File: src/sv/javs_pkg.sv
// Package for the joint acceleration velocity scale block.
// Holds field widths, register indexes, fixed-point constants and the control state type.
// No dependencies; used by every module of the block.
`timescale 1ns / 1ps

package javs_pkg;

  localparam int VEL_W       = 32;
  localparam int MAG_W       = 32;
  localparam int ACC_W       = 31;
  localparam int TS_W        = 16;
  localparam int IDX_W       = 3;
  localparam int CFG_IDX_W   = 4;
  localparam int CFG_W       = 31;
  localparam int FAC_W       = 17;
  localparam int PROD_W      = ACC_W + TS_W;
  localparam int NUM_W       = 48;
  localparam int LIMIT_SLOTS = 7;
  localparam int MUL_STEPS   = TS_W;
  localparam int DIV_STEPS   = NUM_W;
  localparam int MUL_CNT_W   = $clog2(MUL_STEPS);
  localparam int DIV_CNT_W   = $clog2(DIV_STEPS);

  localparam logic [FAC_W-1:0] ONE_Q16  = 17'h10000;
  localparam logic [TS_W-1:0]  TS_RESET = 16'd66;

  localparam logic [CFG_IDX_W-1:0] REG_TIME_STEP = 4'd0;
  localparam logic [CFG_IDX_W-1:0] REG_ACC_FIRST = 4'd1;
  localparam logic [CFG_IDX_W-1:0] REG_ACC_LAST  = 4'd7;

  typedef enum logic [1:0] {
    ST_IDLE,
    ST_MUL,
    ST_DIV,
    ST_DONE
  } state_e;

endpackage

File: src/sv/javs_mul.sv
// Bit-serial multiplier: acceleration limit times time step, one step bit per cycle.
// Depends on javs_pkg for widths and step count.
`timescale 1ns / 1ps

module javs_mul (
  input  logic                       clk_i,
  input  logic                       rst_ni,
  input  logic                       start_i,
  input  logic [javs_pkg::ACC_W-1:0]  a_i,
  input  logic [javs_pkg::TS_W-1:0]   b_i,
  output logic                       done_o,
  output logic [javs_pkg::PROD_W-1:0] prod_o
);

  logic                           busy_q, busy_d;
  logic                           done_q, done_d;
  logic [javs_pkg::MUL_CNT_W-1:0] cnt_q, cnt_d;
  logic [javs_pkg::ACC_W-1:0]     a_q, a_d;
  logic [javs_pkg::TS_W-1:0]      b_q, b_d;
  logic [javs_pkg::PROD_W-1:0]    prod_q, prod_d;

  always_comb begin
    busy_d = busy_q;
    done_d = 1'b0;
    cnt_d  = cnt_q;
    a_d    = a_q;
    b_d    = b_q;
    prod_d = prod_q;
    if (start_i) begin
      busy_d = 1'b1;
      cnt_d  = '0;
      a_d    = a_i;
      b_d    = b_i;
      prod_d = '0;
    end else if (busy_q) begin
      prod_d = {prod_q[javs_pkg::PROD_W-2:0], 1'b0}
             + (b_q[javs_pkg::TS_W-1] ? javs_pkg::PROD_W'(a_q) : '0);
      b_d    = {b_q[javs_pkg::TS_W-2:0], 1'b0};
      cnt_d  = cnt_q + 1'b1;
      if (cnt_q == javs_pkg::MUL_CNT_W'(javs_pkg::MUL_STEPS - 1)) begin
        busy_d = 1'b0;
        done_d = 1'b1;
      end
    end
  end

  always_ff @(posedge clk_i or negedge rst_ni) begin
    if (!rst_ni) begin
      busy_q <= 1'b0;
      done_q <= 1'b0;
      cnt_q  <= '0;
    end else begin
      busy_q <= busy_d;
      done_q <= done_d;
      cnt_q  <= cnt_d;
    end
  end

  always_ff @(posedge clk_i) begin
    a_q    <= a_d;
    b_q    <= b_d;
    prod_q <= prod_d;
  end

  assign done_o = done_q;
  assign prod_o = prod_q;

endmodule

File: src/sv/javs_div.sv
// Restoring bit-serial divider giving a Q1.16 quotient saturated at 1.0.
// One dividend bit is shifted in per cycle. Depends on javs_pkg.
`timescale 1ns / 1ps

module javs_div (
  input  logic                       clk_i,
  input  logic                       rst_ni,
  input  logic                       start_i,
  input  logic [javs_pkg::NUM_W-1:0]  dividend_i,
  input  logic [javs_pkg::MAG_W-1:0]  divisor_i,
  output logic                       done_o,
  output logic [javs_pkg::FAC_W-1:0]  quotient_o
);

  logic                           busy_q, busy_d;
  logic                           done_q, done_d;
  logic [javs_pkg::DIV_CNT_W-1:0] cnt_q, cnt_d;
  logic [javs_pkg::NUM_W-1:0]     num_q, num_d;
  logic [javs_pkg::MAG_W-1:0]     div_q, div_d;
  logic [javs_pkg::MAG_W-2:0]     rem_q, rem_d;
  logic [javs_pkg::FAC_W-1:0]     quo_q, quo_d;
  logic                           sat_q, sat_d;
  logic [javs_pkg::MAG_W-1:0]     trial;
  logic [javs_pkg::MAG_W-1:0]     diff;
  logic                           fits;

  assign trial = {rem_q, num_q[javs_pkg::NUM_W-1]};
  assign fits  = trial >= div_q;
  assign diff  = trial - div_q;

  always_comb begin
    busy_d = busy_q;
    done_d = 1'b0;
    cnt_d  = cnt_q;
    num_d  = num_q;
    div_d  = div_q;
    rem_d  = rem_q;
    quo_d  = quo_q;
    sat_d  = sat_q;
    if (start_i) begin
      busy_d = 1'b1;
      cnt_d  = '0;
      num_d  = dividend_i;
      div_d  = divisor_i;
      rem_d  = '0;
      quo_d  = '0;
      sat_d  = 1'b0;
    end else if (busy_q) begin
      rem_d = fits ? diff[javs_pkg::MAG_W-2:0] : trial[javs_pkg::MAG_W-2:0];
      num_d = {num_q[javs_pkg::NUM_W-2:0], 1'b0};
      sat_d = sat_q | quo_q[javs_pkg::FAC_W-1];
      quo_d = {quo_q[javs_pkg::FAC_W-2:0], fits};
      cnt_d = cnt_q + 1'b1;
      if (cnt_q == javs_pkg::DIV_CNT_W'(javs_pkg::DIV_STEPS - 1)) begin
        busy_d = 1'b0;
        done_d = 1'b1;
      end
    end
  end

  always_ff @(posedge clk_i or negedge rst_ni) begin
    if (!rst_ni) begin
      busy_q <= 1'b0;
      done_q <= 1'b0;
      cnt_q  <= '0;
    end else begin
      busy_q <= busy_d;
      done_q <= done_d;
      cnt_q  <= cnt_d;
    end
  end

  always_ff @(posedge clk_i) begin
    num_q <= num_d;
    div_q <= div_d;
    rem_q <= rem_d;
    quo_q <= quo_d;
    sat_q <= sat_d;
  end

  assign done_o     = done_q;
  assign quotient_o = (sat_q || (quo_q[javs_pkg::FAC_W-1] && (|quo_q[javs_pkg::FAC_W-2:0])))
                    ? javs_pkg::ONE_Q16 : quo_q;

endmodule

File: src/sv/joint_accel_velocity_scale_unit.sv
// Top level of the joint acceleration velocity scale block; uses javs_mul, javs_div, javs_pkg.
// A joint with nonzero wanted velocity passes through the serial multiplier, the serial
// divider and the done state; a skipped joint goes straight to the done state. On the last
// joint the factor enters the output register at the edge that ends the joint.
// One joint at a time: no new joint is taken until the last one has left the done state.
// Asynchronous active-low reset restores state, config, out_valid and the minimum of 1.0.
`timescale 1ns / 1ps

module joint_accel_velocity_scale_unit #(
  parameter int JOINT_COUNT = 7
) (
  input  logic                          clk_i,
  input  logic                          rst_ni,
  input  logic                          cfg_we_i,
  input  logic [javs_pkg::CFG_IDX_W-1:0] cfg_index_i,
  input  logic [javs_pkg::CFG_W-1:0]     cfg_data_i,
  input  logic                          in_valid_i,
  output logic                          in_ready_o,
  input  logic [javs_pkg::IDX_W-1:0]     joint_index_i,
  input  logic signed [javs_pkg::VEL_W-1:0] wanted_velocity_i,
  input  logic signed [javs_pkg::VEL_W-1:0] previous_velocity_i,
  input  logic                          last_joint_i,
  output logic                          out_valid_o,
  input  logic                          out_ready_i,
  output logic [javs_pkg::FAC_W-1:0]     scale_factor_o
);

  javs_pkg::state_e state_q, state_d;

  logic [javs_pkg::TS_W-1:0]  time_step_q;
  logic [javs_pkg::ACC_W-1:0] accel_q [javs_pkg::LIMIT_SLOTS];
  logic [javs_pkg::CFG_IDX_W-1:0] cfg_slot;

  logic [javs_pkg::FAC_W-1:0] min_q;
  logic [javs_pkg::MAG_W-1:0] pmag_q;
  logic [javs_pkg::MAG_W-1:0] wmag_q;
  logic                       last_q;
  logic                       skip_q;
  logic                       out_valid_q;
  logic [javs_pkg::FAC_W-1:0] out_q;

  logic [javs_pkg::MAG_W-1:0] wmag, pmag;
  logic [javs_pkg::ACC_W-1:0] accel_sel;
  logic                       in_accept;
  logic                       out_free;
  logic                       mul_start, mul_done;
  logic                       div_start, div_done;
  logic                       commit, load_out;
  logic [javs_pkg::PROD_W-1:0] prod;
  logic [javs_pkg::NUM_W-1:0]  dividend;
  logic [javs_pkg::FAC_W-1:0]  ratio;
  logic [javs_pkg::FAC_W-1:0]  new_min;

  assign wmag = wanted_velocity_i[javs_pkg::VEL_W-1]
              ? (~wanted_velocity_i + 1'b1) : wanted_velocity_i;
  assign pmag = previous_velocity_i[javs_pkg::VEL_W-1]
              ? (~previous_velocity_i + 1'b1) : previous_velocity_i;
  assign accel_sel = (joint_index_i < javs_pkg::IDX_W'(JOINT_COUNT))
                   ? accel_q[joint_index_i] : '0;
  assign in_accept = in_valid_i && in_ready_o;
  assign out_free  = !out_valid_q || out_ready_i;
  assign cfg_slot  = cfg_index_i - javs_pkg::CFG_IDX_W'(1);

  always_comb begin
    state_d = state_q;
    case (state_q)
      javs_pkg::ST_IDLE: begin
        if (in_valid_i) begin
          state_d = (wmag == '0) ? javs_pkg::ST_DONE : javs_pkg::ST_MUL;
        end
      end
      javs_pkg::ST_MUL: begin
        if (mul_done) state_d = javs_pkg::ST_DIV;
      end
      javs_pkg::ST_DIV: begin
        if (div_done) state_d = javs_pkg::ST_DONE;
      end
      javs_pkg::ST_DONE: begin
        if (!last_q || out_free) state_d = javs_pkg::ST_IDLE;
      end
      default: state_d = javs_pkg::ST_IDLE;
    endcase
  end

  always_comb begin
    in_ready_o = 1'b0;
    mul_start  = 1'b0;
    div_start  = 1'b0;
    commit     = 1'b0;
    case (state_q)
      javs_pkg::ST_IDLE: begin
        in_ready_o = 1'b1;
        mul_start  = in_valid_i && (wmag != '0);
      end
      javs_pkg::ST_MUL:  div_start = mul_done;
      javs_pkg::ST_DIV:  ;
      javs_pkg::ST_DONE: commit = !last_q || out_free;
      default: ;
    endcase
  end

  assign load_out = commit && last_q;
  assign dividend = {pmag_q, javs_pkg::TS_W'(0)} + javs_pkg::NUM_W'(prod);
  assign new_min  = (!skip_q && (ratio < min_q)) ? ratio : min_q;

  javs_mul u_mul (
    .clk_i   (clk_i),
    .rst_ni  (rst_ni),
    .start_i (mul_start),
    .a_i     (accel_sel),
    .b_i     (time_step_q),
    .done_o  (mul_done),
    .prod_o  (prod)
  );

  javs_div u_div (
    .clk_i      (clk_i),
    .rst_ni     (rst_ni),
    .start_i    (div_start),
    .dividend_i (dividend),
    .divisor_i  (wmag_q),
    .done_o     (div_done),
    .quotient_o (ratio)
  );

  always_ff @(posedge clk_i or negedge rst_ni) begin
    if (!rst_ni) begin
      state_q     <= javs_pkg::ST_IDLE;
      time_step_q <= javs_pkg::TS_RESET;
      for (int k = 0; k < javs_pkg::LIMIT_SLOTS; k++) begin
        accel_q[k] <= '0;
      end
      min_q       <= javs_pkg::ONE_Q16;
      out_valid_q <= 1'b0;
    end else begin
      state_q <= state_d;
      if (cfg_we_i) begin
        if (cfg_index_i == javs_pkg::REG_TIME_STEP) begin
          time_step_q <= cfg_data_i[javs_pkg::TS_W-1:0];
        end else if (cfg_index_i inside {[javs_pkg::REG_ACC_FIRST:javs_pkg::REG_ACC_LAST]}) begin
          accel_q[cfg_slot[javs_pkg::IDX_W-1:0]] <= cfg_data_i;
        end
      end
      if (commit) begin
        min_q <= last_q ? javs_pkg::ONE_Q16 : new_min;
      end
      if (load_out) begin
        out_valid_q <= 1'b1;
      end else if (out_ready_i) begin
        out_valid_q <= 1'b0;
      end
    end
  end

  always_ff @(posedge clk_i) begin
    if (in_accept) begin
      pmag_q <= pmag;
      wmag_q <= wmag;
      last_q <= last_joint_i;
      skip_q <= (wmag == '0);
    end
    if (load_out) begin
      out_q <= new_min;
    end
  end

  assign out_valid_o    = out_valid_q;
  assign scale_factor_o = out_q;

endmodule

File: config.mk
export PLATFORM = sky130hd
export DESIGN_NAME = joint_accel_velocity_scale_unit
export DESIGN_NICKNAME = d
export VERILOG_FILES = /design/src/sv/javs_pkg.sv /design/src/sv/javs_mul.sv /design/src/sv/javs_div.sv /design/src/sv/joint_accel_velocity_scale_unit.sv
export SDC_FILE = /design/constraint.sdc
export NUM_CORES = 1
export LEC_CHECK = 0
export BUFFER_PORTS_ARGS = -buffer_cell sky130_fd_sc_hd__buf_4
export CORE_MARGIN = 2
export CORE_UTILIZATION = 40
export DETAILED_ROUTE_END_ITERATION = 8
export MAX_ROUTING_LAYER = met4
export PLACE_DENSITY = 0.54
export SETUP_SLACK_MARGIN = 0.05
export SYNTH_ARGS = -nofsm -noshare
export SYNTH_HDL_FRONTEND = slang
export SYNTH_SLANG_ARGS = --single-unit
File: constraint.sdc
create_clock -name clk_i -period 4.3 [get_ports clk_i]
set_input_delay 0.645 -clock clk_i [delete_from_list [all_inputs] [get_ports clk_i]]
set_output_delay 0.645 -clock clk_i [all_outputs]
set_load 0.01 [all_outputs]
# Yosys cells after proc, flatten, opt, wreduce, memory -nomap -nowiden
# Cells that the tools add are included.
# totals
wordCells	131
regBits	573
# op_classes
n_reduce_logical	24
n_mux	45
addsub	8
eq_ne	9
n_bitwise	6
magnitude_cmp	8
# ops
cell	n
bitwise mux 217 bit	1
2-to-1 mux 31 bit	6
2-to-1 mux 48 bit	2
binary-select mux 31 bit (select 3 bit)	1
demux 31 bit (select 3 bit)	1
adder 32 x 1 -> 32 bit, second input constant	2
inverter 32 bit	2
2-to-1 mux 17 bit	3
adder 48 x 47 -> 48 bit	1
adder 47 bit	1
greater-or-equal comparator 32 bit	1
zero test 32 bit	1
2-to-1 mux 16 bit	2
2-to-1 mux 32 bit	1
nonzero test 32 bit	1
subtractor 31 bit	1
2-to-1 mux 1 bit	18
< comparator 17 bit	1
OR reduction 16 bit	1
2-to-1 mux 6 bit	2
2-to-1 mux 2 bit	5
greater-or-equal comparator 4 bit, second input constant	2
2-to-1 mux 4 bit	2
inverter 3 -> 4 bit	2
other kinds (25)	40

# Logic depth before layout (Yosys ltp)
# logic_depth
ltp_word	8
ltp_mapped	17
ltp_nobuf	15

# Cells and area by module
# From an unflattened synthesis, not the netlist that was laid out.
# unflattened
cells_unflattened	2801
area_unflattened_um2	30937.2
# modules_own_cells
module	seq_area_each_um2	area_each_um2	cells_per_inst	instances
joint_accel_velocity_scale_unit	8827.2	17785.8	1494	1
javs_div	3583.4	7247.0	701	1
javs_mul	2502.4	5904.4	606	1

# Worst setup path after synthesis
# Ideal clock, no wire load.
# synth_timing
kind	in2reg
from	input wanted_velocity_i[1] (netlist bit)
to	register u_mul.b_q[0] (netlist bit) (enable)
arrival_time_ns	4.009
stages	14
path_slack_ns	-0.082
n_path_buf	2
setup_ns	0.373
required_ns	3.927
path_cell_list	inv_1 > ha_1 > or4b_1 > or3_1 > or2_1 > or4_4 > xor2_1 > o22ai_1 > a21oi_1 > and4b_1 > buf_4 > nor2_4 > buf_6 > or2_1
# synth_via
elab_chain_cells	7
# synth_rtl
element	line	source
start: declaration	joint_accel_velocity_scale_unit.sv:20	input logic signed [javs_pkg::VEL_W-1:0] wanted_velocity_i,
inverter 32 bit	joint_accel_velocity_scale_unit.sv:55	? (~wanted_velocity_i + 1'b1) : wanted_velocity_i;
adder 32 x 1 -> 32 bit	joint_accel_velocity_scale_unit.sv:55	
2-to-1 mux 32 bit (*)	joint_accel_velocity_scale_unit.sv:55	
nonzero test 32 bit (*)	joint_accel_velocity_scale_unit.sv:93	mul_start = in_valid_i && (wmag != '0);
logical AND 1 bit (*)	joint_accel_velocity_scale_unit.sv:93	
2-to-1 mux 1 bit (*)	joint_accel_velocity_scale_unit.sv:90	case (state_q)
nonzero test 2 bit (no source line) (*)	n/a	
end signal: assignment	javs_mul.sv:61	b_q <= b_d;
end: declaration	javs_mul.sv:19	logic [javs_pkg::TS_W-1:0] b_q, b_d;
# Every way passes the cells marked *; elsewhere a longest branch is shown, timed or not.
# A chain may end at the register's enable or synchronous reset.

# Worst setup path after layout
# layout_timing
from	register u_mul.b_q[15] (netlist bit)
to	register u_mul.prod_q (netlist bit u_mul.prod_o[37])
# layout_via
elab_chain_cells	2
# layout_rtl
element	line	source
2-to-1 mux 31 bit	javs_mul.sv:37	+ (b_q[javs_pkg::TS_W-1] ? javs_pkg::PROD_W'(a_q) : '0);
adder 47 bit	javs_mul.sv:37	
end signal: assignment	javs_mul.sv:62	prod_q <= prod_d;
end: declaration	javs_mul.sv:20	logic [javs_pkg::PROD_W-1:0] prod_q, prod_d;
# No other way between the ends.

==> impl_results.md <==
* Final worst path period need at 4.02 ns
* Die Y at 279 um
* Routed wire length at 72500 um
* Final setup viols at 0
* Status: complete, no violations
* Clock power frac at 26.3%
* Sw frac at 34.4%
* Top post-synthesis cells by count: dfrtp_1 (264), mux2_2 (238), nor2_1 (227), edfxtp_1 (210), nand2_1 (199)
* Final global-route overflow total at 0
* Post-Syn Nets at 2963
* Filler cells at 6864
* Post-route DRC at 0
* CTS root buf: clkbuf_16
* Via count at 21037
* Average cell area after synthesis at 11.1 um2
* Pint at 0.0143 W
* Top cells by area, synth: dfrtp_1 (22%), edfxtp_1 (21%), mux2_2 (8.9%)
* Switching power at 0.00751 W
* Post-synth ARST share at 46.6%
* Top-level I/O count at 127
* CTS Buf Count at 68
* Die Span X at 279 um
* Power density cells at 628 mW/mm2
* Critical Path Sink Type: register
* Clock latency on the worst-skew pair at 0.61 ns
* Gate Count Post-Synth at 2734
* Cell variety after synth at 81
* Core area at 0.0746 mm2
* Largest net degree at the start of global routing at 101
* Seq pwr share at 38.2%
* GRT Resource Usage Total at 19.3%
* Via-per-instance ratio at 5.40
* Worst Skew at 0.0206 ns
* Synth Warn # at 0
* First-pass GRT wire length at 116000 um
* Layout cells sized above 1 at 21.0%
* Post-DP HPWL at 50200 um
* Req. time, crit path at 4.82 ns
* TritonCTS clock tree: yes
* Drt initial violations at 967
* Combinational group share of total power at 35.4%
* Fmax at 249 MHz
* Die area at 0.0778 mm2
* Final worst slack at 0.282 ns
* Yosys top cell by area: dfrtp_1
* CP max FO at 7
* Initial antenna violation count at 4
* GP Congestion at 0.845
* Rel. slew slack at 33.1%
* IO Port Bufs at 126
* Placed cells at 3762
* Sequential element share of the synthesized area at 49.3%
* Clock Tree Buf Depth at 3
* Mapped Area at 0.0302 mm2
* Worst slew pin tran at 1.00 ns
* DP Worst Slack at -0.318 ns
* Synth top area share at 21.9%
* Fin cells at 3893
* Row count at 100
* Slew Viols, Final at 0
* Initial Utilization at 40.5%
* RSZ-0062 raised after global routing: no
* Register area at 0.0149 mm2
* Tightest Hold Check Type: input pin to asynchronous set/reset pin
* Static leakage at 14.7 nW
* Area growth syn-to-layout at 14.9%
* H-Tree Depth at 3
* Most instantiated library cell after synthesis: dfrtp_1
* Maximum vdd drop at 314 uV
* Register-to-register setup slack at 0.28 ns
* Crit Path Category: register to register
* Tcrit/Tclk final at 93.4%
* WL/cell at 18.6 um
* WP data arrival at 4.53 ns
* Clk slew on worst S/H paths at 0.06 ns
* Final hold violation count at 0
* Multi-input gate area at 0.0145 mm2
* Final net count at 3093
* Final ANT Viol Nets at 0
* Max Cap Viol at 0
* Clk sink count at 573
* TritonRoute pass-1 iters at 5
* Startpoint types: register
* CTS Hold Bufs at 0
* Register bit total from synthesis at 573
* EDFF count, synth at 210
* Vias in the first global route at 21531
* Main synth FF type: dfrtp_1
metrics by stage:
stage | setup TNS [ns] | total power (W) | hold slack [ns] | utilization [%] | area [um2]
3_3_place_gp | -12.24 | 0.0160 | 0.404 | 43.6 | 32500
4_1_cts | 0 | 0.0221 | 0.127 | 46.5 | 34700
2_1_floorplan | 0 | 0.0141 | 0.349 | - | 30200
3_5_place_dp | -21.72 | 0.0162 | 0.405 | 43.6 | 32500
5_1_grt | 0 | 0.0234 | 0.144 | 46.6 | 34700
6_report | 0 | 0.0218 | 0.0939 | 46.6 | 34700
power by group through the flow:
stage | registers (W) | logic, W | clock network (W)
3_3_place_gp | 0.00839 | 0.00757 | 0
2_1_floorplan | 0.00800 | 0.00613 | 0
5_1_grt | 0.00854 | 0.00870 | 0.00614
3_5_place_dp | 0.00846 | 0.00773 | 0
4_1_cts | 0.00837 | 0.00778 | 0.00592
6_report | 0.00835 | 0.00774 | 0.00574
logic make-up (layout without fill, tap and decap cells):
group / after synthesis / after routing / synth area share, %
AOI/OAI and AO/OA: 565 / 565 / 11.7
DFF: 573 / 573 / 49.3
xor gates and xnor gates: 141 / 141 / 4.09
muxes: 379 / 379 / 15.0
adders and majority gates: 121 / 121 / 5.08
buffers and inverters: 217 / 403 / 2.86
and+or+nand+nor: 738 / 738 / 11.9
other: 0 / 4 / 0
flip-flops by register name, summed over array words and instances (netlist names), 2 cells and up:
register,flops
wmag_q,32
accel_q,217
state_q,2
u_mul.cnt_q,4
scale_factor_o,17
pmag_q,32
u_div.rem_q,31
u_div.quo_q,17
u_mul.b_q,16
time_step_q,16
min_q,17
u_div.cnt_q,6
u_mul.prod_o,47
u_mul.a_q,31
u_div.div_q,32
u_div.num_q,48
timing repair:
| action | CTS | global route |
|---|---|---|
| setup endpoints to repair | 0 | 3 |
| buffers inserted | 0 | 1 |
| gates resized for setup | 0 | 3 |
| hold endpoints to repair | 0 | 0 |
worst max-delay path: stages, from the launching register on:
cell and delay [ns]:
edfxtp_1 0.35, and2_1 0.13, ha_1 0.18, inv_1 0.06
fa_1 0.40, nand2b_1 0.18, a211o_1 0.30, a211oi_2 0.30
o21ai_1 0.18, a21oi_2 0.21, o211ai_1 0.19, a311o_1 0.46
and3_1 0.23, or4_1 0.50, a311oi_2 0.25
worst paths after layout:
| path | cells after the start | from | endpoint |
|---|---|---|---|
| setup reg to reg | 14 | u_mul.b_q[15] | u_mul.prod_o[37] |
| setup / recovery | 14 | u_mul.b_q[15] | u_mul.prod_o[37] |
| min in group clk_i | 1 | last_joint_i | last_q |
| hold reg to reg | 0 | wmag_q[23] | u_div.div_q[23] |
| max in group asynchronous | 2 | rst_ni | accel_q[29] |
| hold / removal | 1 | rst_ni | state_q[0] |
metal layers:
| layer | up-vias | GRT usage [%] | share of wire, % |
|---|---|---|---|
| li1 | 10233 | - | - |
| met4 | 0 | 6.84 | 3.4 |
| met2 | 332 | 32.0 | 49 |
| met3 | 137 | 3.51 | 3.5 |
| met5 | - | - | 0 |
| met1 | 10335 | 23.6 | 45 |
cell type report:
| type | count | area share, % |
|---|---|---|
| inverters | 88 | 0.954 |
| well taps | 969 | 3.49 |
| clock buffers | 88 | 5.26 |
| repair buffers | 189 | 4.36 |
| diodes | 4 | 0.0288 |
| multi-input cells | 1944 | 41.8 |
| clock inverters | 38 | 1.17 |
| flip-flops and latches | 573 | 42.9 |
placed cells by master (no fill, tap or decap), drive strengths merged, types with 88 or more instances in the layout:
| cell type | synthesis | final |
|---|---|---|
| dfrtp | 264 | 264 |
| mux2 | 253 | 253 |
| nor2 | 228 | 228 |
| edfxtp | 210 | 210 |
| nand2 | 199 | 199 |
| buf | 39 | 189 |
| a21oi | 185 | 185 |
| o21ai | 128 | 128 |
| ha | 118 | 118 |
| xnor2 | 107 | 107 |
| dfxtp | 96 | 96 |
| mux2i | 95 | 95 |
| inv | 88 | 93 |
| clkbuf | 90 | 88 |
Power figures use the tool's default switching activity.
